<file path="src/rtl/core/cfs_pkg.sv">
// ----------------------------------------------------------------------------
// cfs_pkg
// Shared types and constants for the colour fade stepper: channel widths,
// beat payload layouts and the register map of the configuration port.
// ----------------------------------------------------------------------------
package cfs_pkg;

    // Colour and channel geometry (GRB packing: green 23:16, red 15:8, blue 7:0).
    localparam int CH_W    = 8;
    localparam int COLOR_W = 3 * CH_W;
    localparam int PROD_W  = 2 * CH_W;

    // Configuration port geometry.
    localparam int ADDR_W = 3;
    localparam int DATA_W = 32;

    // Register index, taken from paddr bit 2.
    localparam logic REG_START_COLOR = 1'b0;
    localparam logic REG_END_COLOR   = 1'b1;

    // Payload of one input beat.
    typedef struct packed {
        logic restart;
    } tick_t;

    // Payload of one output beat.
    typedef struct packed {
        logic [COLOR_W-1:0] color;
        logic [CH_W-1:0]    step_index;
        logic [CH_W-1:0]    step_total;
        logic               is_last;
        logic               finished;
    } step_t;

    // Absolute difference of two channel values.
    function automatic logic [CH_W-1:0] ch_absdiff(input logic [CH_W-1:0] a,
                                                   input logic [CH_W-1:0] b);
        logic [CH_W-1:0] r;
        r = (a > b) ? (a - b) : (b - a);
        return r;
    endfunction

endpackage

</file>
<file path="src/rtl/core/cfs_stream_if.sv">
// ----------------------------------------------------------------------------
// cfs_stream_if
// Valid/ready channel carrying one payload per beat.
// ----------------------------------------------------------------------------
interface cfs_stream_if #(
    parameter type payload_t = logic
);

    logic     valid;
    logic     ready;
    payload_t payload;

    modport source (
        output valid,
        output payload,
        input  ready
    );

    modport sink (
        input  valid,
        input  payload,
        output ready
    );

endinterface

</file>
<file path="src/rtl/core/cfs_apb_regs.sv">
// ----------------------------------------------------------------------------
// cfs_apb_regs
// APB-style register file holding the fade start and end colours.
// ----------------------------------------------------------------------------
module cfs_apb_regs
    import cfs_pkg::*;
(
    input  logic               clk,
    input  logic               rst_n,
    input  logic               psel,
    input  logic               penable,
    input  logic               pwrite,
    input  logic [ADDR_W-1:0]  paddr,
    input  logic [DATA_W-1:0]  pwdata,
    output logic [DATA_W-1:0]  prdata,
    output logic               pready,
    output logic [COLOR_W-1:0] start_color,
    output logic [COLOR_W-1:0] end_color
);

    logic [COLOR_W-1:0] start_reg;
    logic [COLOR_W-1:0] end_reg;
    logic               wr_en;

    assign pready = 1'b1;
    assign wr_en  = psel & penable & pwrite & pready;

    // Register writes, decoded on address bit 2.
    always_ff @(posedge clk or negedge rst_n)
    begin
        if (!rst_n)
        begin
            start_reg <= '0;
            end_reg   <= '0;
        end
        else if (wr_en)
        begin
            unique case (paddr[2])
                REG_START_COLOR: start_reg <= pwdata[COLOR_W-1:0];
                REG_END_COLOR:   end_reg   <= pwdata[COLOR_W-1:0];
                default:         start_reg <= start_reg;
            endcase
        end
    end

    // Read-back mux.
    always_comb
    begin
        unique case (paddr[2])
            REG_START_COLOR: prdata = {{(DATA_W-COLOR_W){1'b0}}, start_reg};
            REG_END_COLOR:   prdata = {{(DATA_W-COLOR_W){1'b0}}, end_reg};
            default:         prdata = '0;
        endcase
    end

    assign start_color = start_reg;
    assign end_color   = end_reg;

endmodule

</file>
<file path="src/rtl/core/cfs_divider.sv">
// ----------------------------------------------------------------------------
// cfs_divider
// Restoring divider, one quotient bit per cycle. The caller guarantees the
// quotient fits in one channel width (dividend < divisor << CH_W).
// ----------------------------------------------------------------------------
module cfs_divider
    import cfs_pkg::*;
(
    input  logic              clk,
    input  logic              rst_n,
    input  logic              start,
    input  logic [PROD_W-1:0] dividend,
    input  logic [CH_W-1:0]   divisor,
    output logic              done,
    output logic [CH_W-1:0]   quotient
);

    localparam int CNT_W = $clog2(CH_W);

    logic             busy_reg;
    logic [CNT_W-1:0] cnt_reg;
    logic [CH_W-1:0]  rem_reg;
    logic [CH_W-1:0]  rem_next;
    logic [CH_W-1:0]  dq_reg;
    logic [CH_W-1:0]  dq_next;
    logic [CH_W-1:0]  div_reg;
    logic [CH_W:0]    trial;
    logic             q_bit;

    // One trial subtraction per cycle.
    always_comb
    begin
        trial    = {rem_reg, dq_reg[CH_W-1]};
        q_bit    = (trial >= {1'b0, div_reg});
        rem_next = q_bit ? CH_W'(trial - {1'b0, div_reg}) : trial[CH_W-1:0];
        dq_next  = {dq_reg[CH_W-2:0], q_bit};
    end

    // Control: busy flag and step counter.
    always_ff @(posedge clk or negedge rst_n)
    begin
        if (!rst_n)
        begin
            busy_reg <= 1'b0;
            cnt_reg  <= '0;
        end
        else if (start)
        begin
            busy_reg <= 1'b1;
            cnt_reg  <= '0;
        end
        else if (busy_reg)
        begin
            cnt_reg <= cnt_reg + 1'b1;
            if (cnt_reg == CNT_W'(CH_W - 1))
            begin
                busy_reg <= 1'b0;
            end
        end
    end

    // Datapath: partial remainder and dividend/quotient shift register.
    always_ff @(posedge clk)
    begin
        if (start)
        begin
            rem_reg <= dividend[PROD_W-1:CH_W];
            dq_reg  <= dividend[CH_W-1:0];
            div_reg <= divisor;
        end
        else if (busy_reg)
        begin
            rem_reg <= rem_next;
            dq_reg  <= dq_next;
        end
    end

    assign done     = busy_reg && (cnt_reg == CNT_W'(CH_W - 1));
    assign quotient = dq_next;

endmodule

</file>
<file path="src/rtl/core/color_fade_stepper.sv">
// ----------------------------------------------------------------------------
// color_fade_stepper
// Steps a linear fade between two GRB colours, one step per input beat.
// ----------------------------------------------------------------------------
// Usage:
//   Program start_color (address 0) and end_color (address 4) over the APB
//   port while the block is idle. Each beat on the tick channel (restart = 1
//   starts again at step zero, restart = 0 advances) yields exactly one beat
//   on the step channel carrying the colour, step index, step count N,
//   a last-step flag and a finished flag.
// Operation:
//   A stepping beat runs the three channels in turn through one shared 8x8
//   multiplier and one shared bit-serial divider (per channel: multiply,
//   load the divider, then divide); its result goes to the output register
//   once blue is done. A beat that finds the fade done (or N = 0) skips the
//   multiply and divide and goes straight to the output register.
//   tick.ready is low while a beat is worked on.
// Reset and stalls:
//   Reset clears both colours, the step counter and the held colour. A
//   result waits in the output register while the receiver stalls; the next
//   tick may be taken meanwhile, but its result waits until the slot frees.
// ----------------------------------------------------------------------------
module color_fade_stepper
    import cfs_pkg::*;
(
    input  logic              clk,
    input  logic              rst_n,
    input  logic              psel,
    input  logic              penable,
    input  logic              pwrite,
    input  logic [ADDR_W-1:0] paddr,
    input  logic [DATA_W-1:0] pwdata,
    output logic [DATA_W-1:0] prdata,
    output logic              pready,
    cfs_stream_if.sink        tick,
    cfs_stream_if.source      step
);

    // Sequencer states.
    localparam logic [1:0] S_IDLE   = 2'd0;
    localparam logic [1:0] S_MUL    = 2'd1;
    localparam logic [1:0] S_DIV    = 2'd2;
    localparam logic [1:0] S_EMIT   = 2'd3;

    // Channel codes, in processing order.
    localparam logic [1:0] CH_GREEN = 2'd0;
    localparam logic [1:0] CH_RED   = 2'd1;
    localparam logic [1:0] CH_BLUE  = 2'd2;

    logic [COLOR_W-1:0] start_color;
    logic [COLOR_W-1:0] end_color;

    logic [1:0]         state_reg;
    logic [1:0]         ch_reg;
    logic [CH_W-1:0]    counter_reg;
    logic [CH_W-1:0]    idx_reg;
    logic [COLOR_W-1:0] held_reg;
    logic [PROD_W-1:0]  prod_reg;
    logic               div_start_reg;
    step_t              res_reg;
    step_t              out_reg;
    logic               out_valid_reg;

    logic [CH_W-1:0]    n_gr;
    logic [CH_W-1:0]    n_rb;
    logic [CH_W-1:0]    n_steps;
    logic [CH_W-1:0]    idx;
    logic [CH_W-1:0]    s_ch;
    logic [CH_W-1:0]    e_ch;
    logic [CH_W-1:0]    mag;
    logic [CH_W-1:0]    ch_value;
    logic [CH_W-1:0]    quotient;
    logic               div_done;
    logic               tick_fire;
    logic               out_load;

    cfs_apb_regs u_regs (
        .clk         (clk),
        .rst_n       (rst_n),
        .psel        (psel),
        .penable     (penable),
        .pwrite      (pwrite),
        .paddr       (paddr),
        .pwdata      (pwdata),
        .prdata      (prdata),
        .pready      (pready),
        .start_color (start_color),
        .end_color   (end_color)
    );

    cfs_divider u_div (
        .clk      (clk),
        .rst_n    (rst_n),
        .start    (div_start_reg),
        .dividend (prod_reg),
        .divisor  (res_reg.step_total),
        .done     (div_done),
        .quotient (quotient)
    );

    // Step count N: largest absolute channel difference.
    always_comb
    begin
        n_gr    = ch_absdiff(start_color[23:16], end_color[23:16]);
        n_rb    = ch_absdiff(start_color[15:8], end_color[15:8]);
        if (n_rb > n_gr)
        begin
            n_gr = n_rb;
        end
        n_rb    = ch_absdiff(start_color[7:0], end_color[7:0]);
        n_steps = (n_rb > n_gr) ? n_rb : n_gr;
    end

    // Operands of the channel being worked on.
    always_comb
    begin
        case (ch_reg)
            CH_GREEN:
            begin
                s_ch = start_color[23:16];
                e_ch = end_color[23:16];
            end
            CH_RED:
            begin
                s_ch = start_color[15:8];
                e_ch = end_color[15:8];
            end
            default:
            begin
                s_ch = start_color[7:0];
                e_ch = end_color[7:0];
            end
        endcase
        mag      = ch_absdiff(s_ch, e_ch);
        ch_value = (e_ch >= s_ch) ? (s_ch + quotient) : (s_ch - quotient);
    end

    assign idx        = tick.payload.restart ? '0 : counter_reg;
    assign tick.ready = (state_reg == S_IDLE);
    assign tick_fire  = tick.valid & tick.ready;
    assign out_load   = (state_reg == S_EMIT) && (!out_valid_reg || step.ready);

    // Sequencer and control state.
    always_ff @(posedge clk or negedge rst_n)
    begin
        if (!rst_n)
        begin
            state_reg     <= S_IDLE;
            ch_reg        <= CH_GREEN;
            counter_reg   <= '0;
            held_reg      <= '0;
            div_start_reg <= 1'b0;
        end
        else
        begin
            div_start_reg <= 1'b0;
            unique case (state_reg)
                S_IDLE:
                begin
                    if (tick_fire)
                    begin
                        if ((n_steps == '0) || (idx >= n_steps))
                        begin
                            counter_reg <= idx;
                            state_reg   <= S_EMIT;
                        end
                        else
                        begin
                            counter_reg <= idx + 1'b1;
                            ch_reg      <= CH_GREEN;
                            state_reg   <= S_MUL;
                        end
                    end
                end
                S_MUL:
                begin
                    div_start_reg <= 1'b1;
                    state_reg     <= S_DIV;
                end
                S_DIV:
                begin
                    if (div_done)
                    begin
                        if (ch_reg == CH_BLUE)
                        begin
                            state_reg <= S_EMIT;
                        end
                        else
                        begin
                            ch_reg    <= ch_reg + 1'b1;
                            state_reg <= S_MUL;
                        end
                    end
                end
                S_EMIT:
                begin
                    if (out_load)
                    begin
                        held_reg  <= res_reg.color;
                        state_reg <= S_IDLE;
                    end
                end
                default:
                begin
                    state_reg <= S_IDLE;
                end
            endcase
        end
    end

    // Result assembly: header fields at the decision, colour per channel.
    always_ff @(posedge clk)
    begin
        if (tick_fire)
        begin
            idx_reg <= idx;
            if (n_steps == '0)
            begin
                res_reg <= '{color: start_color, step_index: '0, step_total: '0,
                             is_last: 1'b0, finished: 1'b1};
            end
            else if (idx >= n_steps)
            begin
                res_reg <= '{color: held_reg, step_index: '0, step_total: n_steps,
                             is_last: 1'b0, finished: 1'b1};
            end
            else
            begin
                res_reg.step_index <= idx;
                res_reg.step_total <= n_steps;
                res_reg.is_last    <= ({1'b0, idx} + 9'd1) == {1'b0, n_steps};
                res_reg.finished   <= 1'b0;
            end
        end
        if (state_reg == S_MUL)
        begin
            prod_reg <= mag * idx_reg;
        end
        if ((state_reg == S_DIV) && div_done)
        begin
            case (ch_reg)
                CH_GREEN: res_reg.color[23:16] <= ch_value;
                CH_RED:   res_reg.color[15:8]  <= ch_value;
                default:  res_reg.color[7:0]   <= ch_value;
            endcase
        end
    end

    // Output register towards the step channel.
    always_ff @(posedge clk or negedge rst_n)
    begin
        if (!rst_n)
        begin
            out_valid_reg <= 1'b0;
        end
        else if (out_load)
        begin
            out_valid_reg <= 1'b1;
        end
        else if (step.ready)
        begin
            out_valid_reg <= 1'b0;
        end
    end

    always_ff @(posedge clk)
    begin
        if (out_load)
        begin
            out_reg <= res_reg;
        end
    end

    assign step.valid   = out_valid_reg;
    assign step.payload = out_reg;

endmodule

</file>
<file path="src/flat_wrapper.sv">
// flat-port wrapper written by rule: the top's interface ports become plain ports
module color_fade_stepper_flat import cfs_pkg::*;
  (clk, rst_n, psel, penable, pwrite, paddr, pwdata, prdata, pready, tick_valid, tick_payload, tick_ready, step_valid, step_payload, step_ready);
  cfs_stream_if #(.payload_t(tick_t)) tick_i ();
  cfs_stream_if #(.payload_t(step_t)) step_i ();
  input  logic clk;
  input  logic rst_n;
  input  logic psel;
  input  logic penable;
  input  logic pwrite;
  input  logic [ADDR_W-1:0] paddr;
  input  logic [DATA_W-1:0] pwdata;
  output logic [DATA_W-1:0] prdata;
  output logic pready;
  input wire logic [$bits(tick_i.valid)-1:0] tick_valid;
  input wire logic [$bits(tick_i.payload)-1:0] tick_payload;
  output wire logic [$bits(tick_i.ready)-1:0] tick_ready;
  output wire logic [$bits(step_i.valid)-1:0] step_valid;
  output wire logic [$bits(step_i.payload)-1:0] step_payload;
  input wire logic [$bits(step_i.ready)-1:0] step_ready;
  assign tick_i.valid = tick_valid;
  assign tick_i.payload = tick_payload;
  assign tick_ready = tick_i.ready;
  assign step_valid = step_i.valid;
  assign step_payload = step_i.payload;
  assign step_i.ready = step_ready;
  color_fade_stepper u_core (.clk(clk), .rst_n(rst_n), .psel(psel), .penable(penable), .pwrite(pwrite), .paddr(paddr), .pwdata(pwdata), .prdata(prdata), .pready(pready), .tick(tick_i), .step(step_i));
endmodule
</file>
<file path="config.mk">
export PLATFORM = sky130hd
export DESIGN_NAME = color_fade_stepper_flat
export DESIGN_NICKNAME = d
export VERILOG_FILES = /design/src/rtl/core/cfs_pkg.sv /design/src/rtl/core/cfs_stream_if.sv /design/src/rtl/core/cfs_apb_regs.sv /design/src/rtl/core/cfs_divider.sv /design/src/rtl/core/color_fade_stepper.sv /design/src/flat_wrapper.sv
export SDC_FILE = /design/constraint.sdc
export NUM_CORES = 1
export LEC_CHECK = 0
export ABC_AREA = 0
export BUFFER_PORTS_ARGS = -buffer_cell sky130_fd_sc_hd__buf_2
export CORE_AREA = 2 2 177 162
export CTS_BUF_LIST = sky130_fd_sc_hd__clkbuf_2 sky130_fd_sc_hd__clkbuf_4 sky130_fd_sc_hd__clkbuf_8
export DETAILED_ROUTE_END_ITERATION = 12
export DIE_AREA = 0 0 179 164
export PLACE_DENSITY = 0.8
export SYNTH_ARGS = -nofsm -noshare
export SYNTH_HDL_FRONTEND = slang
export SYNTH_HIERARCHICAL = 1
export SYNTH_SLANG_ARGS = --single-unit
</file>
<file path="constraint.sdc">
create_clock -name clk -period 9.7 [get_ports clk]
set_input_delay 0.97 -clock clk [delete_from_list [all_inputs] [get_ports clk]]
set_output_delay 0.97 -clock clk [all_outputs]
set_load 0.02 [all_outputs]
</file>
==> results.tsv <==
metric	value	unit
area_growth	11.0	%
synthTopCellsByArea	edfxtp_1 20%, dfrtp_1 14%, ha_1 11%	
clk_path_buf_depth	3	
grt-ovfl-total	0	
viasPerCell	5.92	
die_x	179	microns
critPathMostFrequentCell	a21oi_1	
drt_iter0_drc	1168	
crit_arrival	9690	ps
rows	58	
grt_max_degree	60	
vias	12100	
crit_path_start	u_core/u_regs/start_color[10]	
crit_slowest_cell	mux2i_1	
stdcell_area	18000	sq um
htreeDepth	2	
holdBufCountCts	0	
synth.avg_cell_area	10.7	sq um
setup_violations	0	
drv_cap	0	
die_h	164	microns
ys_warn_count	6	
ios	120	
yosysTopAreaCell	edfxtp_1	
diodes	0	
cts_tree	yes	
max_stage_delay	490	ps
synth-seq-area-share	0.368	
period_share	0.956	
die_area	29400	sq um
final_antenna_net_count	0	
criticalPathCategory	flip-flop to flip-flop	
initial_core_util	0.590	
drc_errors	0	
drive_above_1_share	0.230	
hold_viol_final	0	
core-area	27500	sq um
min_path_type	primary input to async pin	
r2r-end	u_core/res_reg[34]	
dp_hpwl	28900	microns
cp-endpoint	u_core/res_reg[34]	
synth-seq-cells	222	
finalNetCount	1877	
cts_num_sinks	222	
final_util	0.655	
cp.depth	45	
clkLatencyLatePin	570	ps
synth_most_common_cell	inv_1	
crit_family	compound AO/OA/AOI/OAI gates	
track_usage	0.265	
synth_top_area_share	0.200	
cp_num_buf_inv	6	
synth_edf_count	108	
drt_wl_total	38500	microns
slew_viol_final	0	
cts_made_buffers	40	
syn_inst	1521	
status	complete, no violations	
worst_hold_slack	352	ps
fmax	108	MHz
synth_area	16200	sq um
postPlaceCellArea	17100	sq um
endpoint_kind	flip-flop	
relSlewSlack	0.342	
cts-root-buf	clkbuf_8	
port_buffers	100	
wl_per_cell	18.9	microns
r2r_slack	430	ps
async_reset_ff_frac	0.405	
grt_pass1_vias	11900	
cp_max_fo	27	
synthDistinctLibCells	94	
cp.required	10120	ps
startpoint_type	flip-flop	
yosys-top-cells-count	177 x inv_1, 140 x ha_1, 117 x mux2_2	
path_clk_slew	70	ps
r2r_start	u_core/u_regs/start_color[10]	
firstDrtPassIters	5	
antenna_found_initial	0	
final.setup_skew	44.9	ps
reg2reg_depth	45	
gp_congestion	0.943	
period_needed	9270	ps
tightestPinTransition	960	ps
ys.flop_type	edfxtp_1	
grt_pass1_wl	61200	microns
[through the flow]
step | cells | TNS (ps) | setup slack [ps]
global placement | 1958 | 0 | 713
global route | 2037 | -1400 | -137
floorplan | 1528 | 0 | 759
finish | 2037 | 0 | 428
CTS | 2029 | 0 | 371
detailed placement | 1958 | 0 | 433
[how the worst min path moves through the flow]
stage                                    endpoint  cells past startpoint
after floorplan            u_core/step.payload[0]                      0
after global placement     u_core/step.payload[1]                      0
after detailed placement  u_core/step.payload[16]                      0
after CTS                     u_core/held_reg[10]                      1
after global routing           u_core/held_reg[0]                      1
final                         u_core/held_reg[10]                      1
[placed cells by master, fill, tap and decap left out, drive strengths merged, types with 6 or more instances in the layout]
cell type	Yosys	layout
dfxtp	24	24
o21bai	8	8
ha	140	140
nor2	65	65
and3	12	12
dfrtp	90	90
fa	46	46
o31ai	10	10
a21o	41	41
a31oi	11	11
or3	6	6
buf	44	142
xor2	17	17
o21a	11	11
clkbuf	20	55
mux2	141	141
a22o	15	15
nand3	12	12
mux2i	48	48
conb	2	9
nand4	12	12
o21ai	46	46
clkinv	0	11
and2	45	45
nor2b	27	27
a21oi	61	61
xnor2	44	44
a221oi	24	24
nor3	11	11
nand2b	14	14
nand2	99	99
inv	179	182
edfxtp	108	108
[layout make-up]
cell class                      count  area [sq um]
Tap cell                          360           450
Clock inverter                     16           146
Multi-Input combinational cell   1063          9230
Clock buffer                       55           701
Inverter                          179           674
Timing Repair Buffer              142           831
Fill cell                        2116          9490
Sequential cell                   222          5980
[worst register-to-register path, delay by kind of cell, from the launching register on]
family	cells	cell delay [ps]
DFF	1	420
buffers and inverters	6	880
adders and majority gates	4	1340
and+or+nand+nor	13	1870
AOI/OAI and AO/OA	18	3340
muxes	4	1250
[cells by family (layout without fill, tap and decap cells)]
group,after synthesis,count (layout),share of synthesized area
and+or+nand+nor,333,333,0.108
AOI/OAI and AO/OA,285,285,0.127
buffers and inverters,243,392,0.0659
DFF,222,222,0.368
muxes,189,189,0.133
adders and majority gates,186,186,0.165
xor gates and xnor gates,61,61,0.0329
other,2,9,0.000463
[per-layer routing]
layer,vias to the layer above,track usage,routed length [microns]
met4,0,0.0791,790
met3,73,0.0472,2760
met1,5916,0.372,17000
met5,-,0,0
li1,5616,-,-
met2,447,0.422,17900
[repair_timing]
action                     in CTS  in global routing
hold endpoints to repair        0                  0
buffers inserted                0                  8
gates resized for setup         0                  8
setup endpoints to repair       0                 33
Power is left out: the tool's default activity adds up to more than one toggle a clock period on the data nets, which glitch-free logic cannot reach.
